File: config.mk
export PLATFORM = sky130hd
export DESIGN_NAME = swm_delay
export DESIGN_NICKNAME = d
export VERILOG_FILES = /design/src/sv/swm_delay.sv
export SDC_FILE = /design/constraint.sdc
export NUM_CORES = 2
export LEC_CHECK = 0
export BUFFER_PORTS_ARGS = -buffer_cell sky130_fd_sc_hd__buf_4
export CAP_MARGIN = 0
export CORE_MARGIN = 8
export CORE_UTILIZATION = 50
export DETAILED_ROUTE_END_ITERATION = 12
export PLACE_DENSITY = 0.68
export SLEW_MARGIN = 25
export SYNTH_ARGS = -nofsm -noshare
export SYNTH_HDL_FRONTEND = slang
export SYNTH_SLANG_ARGS = --single-unit
File: constraint.sdc
create_clock -name clk -period 4.34 [get_ports clk]
set_clock_uncertainty 0.05 [all_clocks]
set_input_delay 0.651 -clock clk [delete_from_list [all_inputs] [get_ports clk]]
set_output_delay 0.651 -clock clk [all_outputs]
set_load 0.02 [all_outputs]
File: src/sv/swm_delay.sv
`default_nettype none
module swm_delay #(
	parameter int DEPTH = 64,
	parameter int WIDTH = 32,
	parameter int AW    = 6
) (
	input  wire logic             clk,
	input  wire logic             en,
	input  wire logic [AW-1:0]    wr_addr,
	input  wire logic [WIDTH-1:0] wr_data,
	input  wire logic [AW-1:0]    rd_addr,
	output logic [WIDTH-1:0]      rd_data
);

	logic [WIDTH-1:0] mem [DEPTH];
	logic [WIDTH-1:0] rd_q;

	assign rd_data = rd_q;

	// Write-first: a read of the slot written in the same cycle sees new data
	always_ff @(posedge clk) begin
		if (en) begin
			mem[wr_addr] <= wr_data;
			if (rd_addr == wr_addr) begin
				rd_q <= wr_data;
			end else begin
				rd_q <= mem[rd_addr];
			end
		end
	end

endmodule
`default_nettype wire

### After elaboration in Yosys (flattened, before gate mapping)

Memory sizes are Yosys's and may differ from the RTL's. A register that Yosys moved wholly into a read port is not among the register bits.
Index checks and enable logic that the tools add are counted.

| storage, ports and cells | value |
|---|---|
| register bits after elaboration | 0 |
| latch bits | 0 |
| bits in writable memories | 2048 |
| memory bits (read-only) | 0 |
| input port bits | 46 |
| output and inout port bits | 32 |
| word-level logic and storage cells | 3 |
| memories | 1 |

| cells by class | value |
|---|---|
| add/subtract/negate cells | 0 |
| multiply operators | 0 |
| div/mod/pow operators | 0 |
| $lt $le $gt $ge | 0 |
| equality and inequality tests | 0 |
| shifts and indexed selects | 0 |
| mux-type cells | 2 |
| bitwise gates (word level) | 0 |
| reduce and logical (&&, ||, !) cells | 0 |

Memory list:

| name | words | width | read ports | clocked after memory_dff | write ports | RTL line | RTL |
|---|---|---|---|---|---|---|---|
| mem | 64 | 32 | 1 | 1 | 1 | 15 | `logic [WIDTH-1:0] mem [DEPTH];` |

Operators with widths:

| operator | number |
|---|---|
| two-way mux 1 bit | 2 |

### Longest topological paths before layout

| depth | value |
|---|---|
| depth in word-level cells | 2 |
| mapped depth | 12 |

### Worst setup path after synthesis

Ideal clock, no wire load.

| path | value |
|---|---|
| path type | input to register |
| start | input wr_addr[5] |
| end | memory mem[48][0] (enable) |
| arrival time | 3.576 ns |
| slack | 0.253 ns |
| stages on the path | 4 |
| path buffers | 1 |
| cells stage by stage | clkbuf_1 nand3_1 or3_1 nor3_1 |

RTL lines:

| item | RTL line | RTL |
|---|---|---|
| start, declared | 9 | `input wire logic [AW-1:0] wr_addr,` |
| end, declared | 15 |  |

No word-level cell before the write port.

==> impl_metrics.tcl <==
set metrics [dict create \
    status "finished clean" \
    num_io_pins 78 \
    synth_edf_count 2080 \
    die_x_um 417 \
    gp_congestion 0.841 \
    clock-sinks 2080 \
    p_leak_nw 30.6 \
    ys_async_sr_fraction_pct 0 \
    clockBufferDepth 3 \
    layout_min_cycle_time_ps 3130 \
    cts.clk_slew.worst_paths_ps 70 \
    synth-warning-count 0 \
    grt_antenna_before_repair 10 \
    finalMaxSlewViolations 0 \
    path_buf_inv 3 \
    drc_errors 0 \
    grt_pass1_wl_um 298000 \
    num_rows 147 \
    cts_buffers 200 \
    cap_violations 0 \
    drt-initial-drc-count 5486 \
    fill_cells 11800 \
    synth-seq-cells 2080 \
    critPathRequiredTime_ps 4960 \
    vias_per_cell 6.33 \
    synth_ff_type "edfxtp_1" \
    layout.nets 4412 \
    area_growth_pct 13.8 \
    start_util_pct 50.2 \
    max_slew_margin_pct 25.6 \
    drive_gt1_share_pct 16.6 \
    htreeDepth 4 \
    num_vias 42000 \
    synthCells 4163 \
    syn_nets 4209 \
    rsz0062_at_grt "false" \
    cts_tree "done" \
    critical-path-top-delay-family "simple AND/OR/NAND/NOR gates" \
    synth.top_cells.by_area "edfxtp_1 (78%), mux2i_1 (10%), mux4_2 (3.8%)" \
    crit_path_top_delay_cell "nor2b_2" \
    root_buffer "clkbuf_16" \
    start_kind "input port" \
    hold_class "in -> reg" \
    finalPower_mw 41.8 \
    ys_types 37 \
    placed_area_mm2 0.0849 \
    clock_latency_ps 820 \
    wl_per_cell_um 31.7 \
    grt_pass1_vias 41000 \
    tns_ps 0 \
    path_cells "buf_8, xnor2_1, nand4_1, nor4_4, buf_4, nor2b_2, buf_4, nand4_1, nand2_1" \
    syn_area_per_cell_um2 19.3 \
    drtAntennaViolNets 0 \
    cp-end-kind "register" \
    drtPass1Iterations 5 \
    crit_arrival_ps 3750 \
    drt_wl_total_um 210000 \
    die_y_um 417 \
    finalInstanceArea_mm2 0.0914 \
    finalHoldViolCount 0 \
    post_cts_resize_count 0 \
    tightest_slew_ps 1110 \
    ys_seq_area_share_pct 77.8 \
    coreArea_mm2 0.160 \
    vdd_drop_max_v 0.000400 \
    grt_usage_pct 23.6 \
    crit_fanout 50 \
    grt-ovfl-total 0 \
    yosys.area.top_type "edfxtp_1" \
    netlist.area_leader.share_pct 77.8 \
    synth_area_mm2 0.0803 \
    cp_slowest_stage_delay_ps 880 \
    die-area_mm2 0.174 \
    r2r_slack_ps 1890 \
    finalSetupViolCount 0 \
    port_buffers 77 \
    finalCritPeriodShare_pct 72.1 \
    max_freq_mhz 320 \
    grt_max_degree 85 \
    postCtsSetupBuffers 0 \
    place_hpwl_um 115000 \
    cts_hold_buf 0 \
    powerDensity_mw_per_mm2 457 \
    crit_type "in -> reg" \
]
## synthesized netlist by cell type (3+ instances only)
master       n
clkbuf_1   116
nor2_1      69
nand2_1    102
nand3_1    130
mux4_2     136
buf_6        5
xnor2_1      3
inv_1        3
nand4_1     34
a22oi_1    404
nand2b_1     3
buf_2      118
xor2_1       3
a21oi_1     64
a32oi_1     30
buf_1       11
edfxtp_1  2080
nor2b_1      9
nor3_1       3
mux2i_1    816
## flip-flops by register name, indices dropped and copies added, names as in the netlist
| signal | count |
|---|---|
| mem | 2048 |
| rd_data | 32 |
## cells in the final DEF (no fill, tap or decap), types with 3 or more instances in the layout
cell type,netlist,layout
a21oi_1,64,64
a22oi_1,404,404
a32oi_1,30,30
buf_12,0,52
buf_4,2,199
bufinv_16,0,19
clkbuf_1,116,39
clkbuf_16,0,203
clkinv_1,0,48
clkinv_2,0,46
clkinv_8,0,3
clkinvlp_4,0,5
diode_2,0,8
edfxtp_1,2080,2080
inv_1,3,3
inv_16,0,3
inv_6,0,4
mux2i_1,816,816
mux4_2,136,136
nand2_1,102,102
nand2b_1,3,3
nand3_1,130,130
nand4_1,34,34
nor2_1,69,5
nor2_4,0,65
nor2b_1,9,4
nor2b_4,0,4
xnor2_1,3,3
xor2_1,3,3
## final timing paths
kind            endpoint   startpoint  cells past startpoint
max          rd_data[29]   rd_addr[2]                      9
min          mem[52][30]   wr_addr[0]                      2
max reg2reg  rd_data[30]  mem[10][30]                      5
min reg2reg  rd_data[29]  mem[39][29]                      6
## report_power, final
group / total (mW) / internal (mW) / switching [mW]
registers: 22.4 / 22.3 / 0.0736
clock network: 17.1 / 9.73 / 7.39
logic: 2.27 / 0.714 / 1.56
total: 41.8 / 32.7 / 9.02
## final cells by class
class	count	area [um^2]	share of cell area, %
sequential	2080	62500	68.4
multi-input combinational	1828	17200	18.9
clock buffer	242	5230	5.72
tap	2086	2610	2.86
timing repair buffer	253	2560	2.80
clock inverter	132	1240	1.36
antenna	8	20.0	0.0219
inverter	3	11.3	0.0123
## metrics by stage
step	util (%)	worst slack (ps)	cells	hold WS [ps]
CTS	57.1	1270	6624	165
global route	57.1	1230	6629	189
floorplan	-	253	4163	700
global placement	53.0	388	6250	922
finish	57.1	1210	6632	215
detailed placement	53.0	360	6250	924
## logic make-up after synthesis
group | share of synthesized area [%]
flops | 77.8
mux | 14.0
compound gates | 4.58
simple gates | 2.12
buf+inv | 1.43
xor+xnor | 0.0655
## metal layers
layer / track usage (%) / wire length, um / share of wire [%]
met1: 33.9 / 84700 / 40
met2: 36.5 / 97100 / 46
met3: 4.89 / 21400 / 10
met4: 7.68 / 7170 / 3.4
met5: 0 / 13 / 0.0062
No activity file was read; power rests on OpenSTA's default activity.
