**src/sv/swm_pkg.sv**
```systemverilog
`default_nettype none
package swm_pkg;

	// Flags one cell shows its neighbors each cycle
	typedef struct packed {
		logic ge;   // own entry >= the leaving sample, removal in effect
		logic les;  // own entry <= the new sample
		logic bv;   // own slot lies inside the window after removal
	} swm_flag_t;

endpackage
`default_nettype wire

```
**src/sv/swm_cell.sv**
```systemverilog
`default_nettype none
module swm_cell
	import swm_pkg::*;
#(
	parameter int SAMPLE_WIDTH = 32
) (
	input  wire logic                           clk,
	input  wire logic                           en,
	input  wire logic signed [SAMPLE_WIDTH-1:0] s,
	input  wire logic signed [SAMPLE_WIDTH-1:0] v,
	input  wire logic                           rmv,
	input  wire logic                           bv,
	input  wire logic signed [SAMPLE_WIDTH-1:0] prev_val,
	input  wire swm_flag_t                      prev_flg,
	input  wire logic signed [SAMPLE_WIDTH-1:0] next_val,
	input  wire swm_flag_t                      next_flg,
	output logic signed [SAMPLE_WIDTH-1:0]      val,
	output swm_flag_t                           flg
);

	logic signed [SAMPLE_WIDTH-1:0] val_q;
	logic signed [SAMPLE_WIDTH-1:0] b_self;
	logic signed [SAMPLE_WIDTH-1:0] b_prev;
	logic signed [SAMPLE_WIDTH-1:0] nxt;
	logic                           leb_self;
	logic                           leb_prev;

	assign val     = val_q;
	assign flg.ge  = rmv & (val_q >= v);
	assign flg.les = (val_q <= s);
	assign flg.bv  = bv;

	// Entry after removal: close the gap by taking the upper neighbor
	assign b_self   = flg.ge ? next_val : val_q;
	assign leb_self = bv & (flg.ge ? next_flg.les : flg.les);
	assign b_prev   = prev_flg.ge ? val_q : prev_val;
	assign leb_prev = prev_flg.bv & (prev_flg.ge ? flg.les : prev_flg.les);

	// Insert after equal entries: keep, take the new sample, or shift up
	assign nxt = leb_self ? b_self : (leb_prev ? s : b_prev);

	always_ff @(posedge clk) begin
		if (en) begin
			val_q <= nxt;
		end
	end

endmodule
`default_nettype wire

```
**config.mk**
```make
export PLATFORM = sky130hd
export DESIGN_NAME = swm_cell
export DESIGN_NICKNAME = d
export VERILOG_FILES = /design/src/sv/swm_pkg.sv /design/src/sv/swm_cell.sv
export SDC_FILE = /design/constraint.sdc
export NUM_CORES = 1
export LEC_CHECK = 0
export BUFFER_PORTS_ARGS = -buffer_cell sky130_fd_sc_hd__buf_2
export CAP_MARGIN = 5
export CORE_MARGIN = 2
export CORE_UTILIZATION = 40
export DETAILED_ROUTE_END_ITERATION = 10
export HOLD_SLACK_MARGIN = 0.15
export PLACE_DENSITY = 0.82
export SKIP_CTS_REPAIR_TIMING = 1
export SYNTH_ARGS = -nofsm -noshare
export SYNTH_HDL_FRONTEND = slang
export SYNTH_SLANG_ARGS = --single-unit
```
**constraint.sdc**
```tcl
create_clock -name clk -period 10.6 [get_ports clk]
set_clock_uncertainty 0.05 [all_clocks]
set_input_delay 2.65 -clock clk [delete_from_list [all_inputs] [get_ports clk]]
set_output_delay 2.65 -clock clk [all_outputs]
set_load 0.1 [all_outputs]
```
== Word-level counts from Yosys, hierarchy flattened ==
Cells that the tools add are included.

* Register bits after elaboration: 32
* Word-level logic and storage cells: 15
* Output and inout port bits: 35
* Input bits: 138

* $lt $le $gt $ge: 2
* Equal/unequal tests: 2
* Bitwise logic cells: 3
* Reduce and logical (&&, ||, !) cells: 1
* Mux-type cells: 6

{| class="wikitable"
|+ Operators by type and width
! cell !! number
|-
| two-way mux 32 bit || 4
|-
| greater-or-equal comparator 32 bit || 1
|-
| <= comparator 32 bit || 1
|-
| AND 1 bit || 3
|-
| inequality test 3 x 1 -> 1 bit, second input constant || 1
|-
| AND reduction 3 bit || 1
|-
| two-way mux 1 bit || 2
|-
| inequality test 2 bit, second input constant || 1
|}

== Depth between registers and ports, before layout ==
* Depth in word-level cells: 6
* Mapped depth: 12
* Depth with buffers taken out: 10

== Worst setup path after synthesis ==
No wires, ideal clock.

* Path kind: in2out
* Start point: in s[17]
* End point: out flg[1] (netlist name)
* Data required time: 7.900 ns
* Cell stages on the path: 7
* Setup slack: 3.256 ns
* Arrival: 4.644 ns
* Buffers on the path: 0
* Cells stage by stage: inv_1 > ha_1 > a21o_1 > a221o_1 > a221oi_1 > and4b_1 > a211o_1

{| class="wikitable"
|+ RTL lines
! what !! line !! RTL
|-
| start: declaration || swm_cell.sv:9 || <nowiki>input wire logic signed [SAMPLE_WIDTH-1:0] s,</nowiki>
|-
| end: declaration || swm_cell.sv:18 || <nowiki>output swm_flag_t flg</nowiki>
|}

==> summary.md <==
| Metric | Value |
|---|---|
| Initial antenna violation count | `0` |
| Yosys reg bits | `32` |
| DP Area | `4506 um2` |
| CTS tree | `yes` |
| Hold slack | `1.701 ns` |
| Vias per cell | `5.178` |
| Post-Synthesis Cell Area | `3597 um2` |
| Clock transition at path regs | `0.08 ns` |
| Fin crit share | `72.12%` |
| Post-synth top cells | `inv_1 (67), ha_1 (64), edfxtp_1 (32), mux2_2 (32), mux2_4 (30)` |
| Routability cong. | `0.8543` |
| Simple-Gate Fraction of Synth Area | `8.487%` |
| Most frequent cell after synthesis | `inv_1` |
| Initial core utilization | `41.25%` |
| Max-Slew Margin vs Limit | `46.17%` |
| Setup crit end kind | `output port` |
| Syn avg cell area | `10.43 um2` |
| Skew-Pair Late Insertion Delay | `0.28 ns` |
| Hold Path Class | `reg -> reg` |
| Final Setup Violations | `0` |
| Syn Inst Count | `345` |
| # port buffers | `170` |
| Status | `finished clean` |
| XOR/XNOR Fraction of Synth Area | `0%` |
| # diodes | `0` |
| Site row count | `34` |
| Total congestion overflow | `0` |
| Pwr Density | `133.9 nW/um2` |
| Largest family of logic cells by synthesized area | `multiplexers` |
| Clk buf depth | `2` |
| Synth cell types | `46` |
| Main synth FF type | `edfxtp_1` |
| Starting DRT DRC Count | `94` |
| Static leakage | `0.002457 uW` |
| Req. time, crit path | `7.90 ns` |
| Root Driver | `clkbuf_8` |
| Fin. Hold Viols | `0` |
| Final net count | `718` |
| Setup WS pre-CTS | `2.949 ns` |
| CP max stage cell | `buf_2` |
| Pin count of the biggest net entering global routing | `33` |
| Post-synthesis compound-gate area fraction | `9.774%` |
| Seq/Total Area, Yosys | `26.71%` |
| Global-route wire length before repair | `15.28 mm` |
| Post-Layout Cell Count | `625` |
| Min setup slack post-route | `2.955 ns` |
| # clock sinks | `32` |
| Number of synthesized flops with an enable pin | `32` |
| Htree depth | `2` |
| Top cell by count, worst path | `buf_2` |
| Post-synthesis mux area share | `23.17%` |
| Worst setup SP type | `primary input` |
| Setup_tns | `0 ns` |
| Design area | `4588 um2` |
| Syn Nets | `547` |
| Share of layout cells above drive strength 1 | `47.39%` |
| Post-synth ARST share | `0%` |
| Die footprint | `9767 um2` |
| Average wire per standard cell | `15.48 um` |
| Die Y | `98.83 um` |
| Core area | `8721 um2` |
| RSZ-0062 raised after global routing | `false` |
| CP Max Fanout | `5` |
| CP cell instances | `buf_2 -> inv_1 -> ha_1 -> a21o_1 -> a221o_1 -> a221oi_1 -> and4b_1 -> a211o_1 -> buf_2` |
| Number of CTS-inserted buffers | `5` |
| Routed Antenna Nets | `0` |
| Die X | `98.83 um` |
| CP Class | `in -> out` |
| Max Slew Vio Count | `0` |
| Top cell type's share of synthesized area | `26.71%` |
| Synth area leaders | `edfxtp_1 (27%), ha_1 (22%), mux2_4 (13%)` |
| Tmin final | `7.645 ns` |
| Max Freq | `0.1308 GHz` |
| CP max stage delay | `0.46 ns` |
| Num ports | `173` |
| Area leader, netlist | `edfxtp_1` |
| Via count | `3236` |
| Largest register FFs | `32` |
| DR pass1 iterations | `4` |
| Vias in the first global route | `3418` |
| Placed Cells | `617` |
| Worst endpoint data arrival time | `4.94 ns` |
| Slew @ Worst Pin | `0.8074 ns` |
| Drt total wl | `9.674 mm` |
| GRT Util Overall | `19.25%` |
| Yosys warns | `0` |
| Post-synthesis adder-cell area fraction | `22.26%` |
| Max rail drop VDD | `0.00005872 V` |
| Dpl hpwl | `8.147 mm` |
| Max Cap Viol | `0` |
| DRC viols | `0` |
| Area growth, synth to finish | `27.55%` |
-- final cells by class --
cell class                      count  area [um2]
Clock buffer                        5       68.82
Clock inverter                      3       13.76
Fill cell                         781        4133
Inverter                           67       251.5
Multi-Input combinational cell    238        2292
Sequential cell                    32       960.9
Tap cell                          108       135.1
Timing Repair Buffer              172       865.8
-- worst max-delay path: cells and delay by family --
kind	cells	cell delay, ns
AOI/OAI and AO/OA	4	1.15
adders and majority gates	1	0.30
buffers and inverters	3	0.60
and+or+nand+nor	1	0.25
-- worst paths after layout --
kind	startpoint	to	slack [ns]	cells past startpoint
worst max-delay path	s[17]	flg[1]	2.96	9
worst min register to register	val[31]	val[3]	1.70	5
worst max register to register	val[17]	val[23]	6.73	9
worst min-delay path	val[31]	val[3]	1.70	5
-- per-layer routing --
metal	wire length (um)	part of all wire (%)	GRT usage, %
met5	0	0	0
met4	116	1.2	5.163
met3	496	5.1	3.404
met2	5068	52	36.69
met1	3993	41	21.86
-- cell families after synthesis --
kind of cell | after synthesis
buffers and inverters | 75
DFF | 32
adders and majority gates | 64
and+or+nand+nor | 56
muxes | 64
AOI/OAI and AO/OA | 54
-- cells in the final DEF, fill, tap and decap left out, drive strengths merged, types with 3 or more instances in the layout --
cell | Yosys | layout
nand3 | 7 | 7
edfxtp | 32 | 32
a221oi | 5 | 5
nand4 | 12 | 12
nand2 | 16 | 16
a21oi | 22 | 22
mux2 | 64 | 64
clkbuf | 0 | 5
o21ai | 7 | 7
clkinv | 0 | 3
ha | 64 | 64
nor4 | 3 | 3
buf | 8 | 172
nor2 | 6 | 6
inv | 67 | 67
-- through the flow --
stage                     utilization, %  power (uW)
final                              52.61       614.5
after global routing               52.61       647.9
after CTS                          52.61       617.5
after detailed placement           51.66       523.1
after global placement             51.66       513.1
after floorplan                        -       446.0
-- power by group --
| group | leakage [uW] | total, uW | internal, uW | switching (uW) |
|---|---|---|---|---|
| clock network | 0.0000453 | 94.2 | 44.7 | 49.5 |
| logic | 0.00211 | 341 | 115 | 226 |
| registers | 0.000303 | 179 | 165 | 14.4 |
| total | 0.00246 | 614 | 325 | 290 |
No activity file was read; power rests on OpenSTA's default activity.
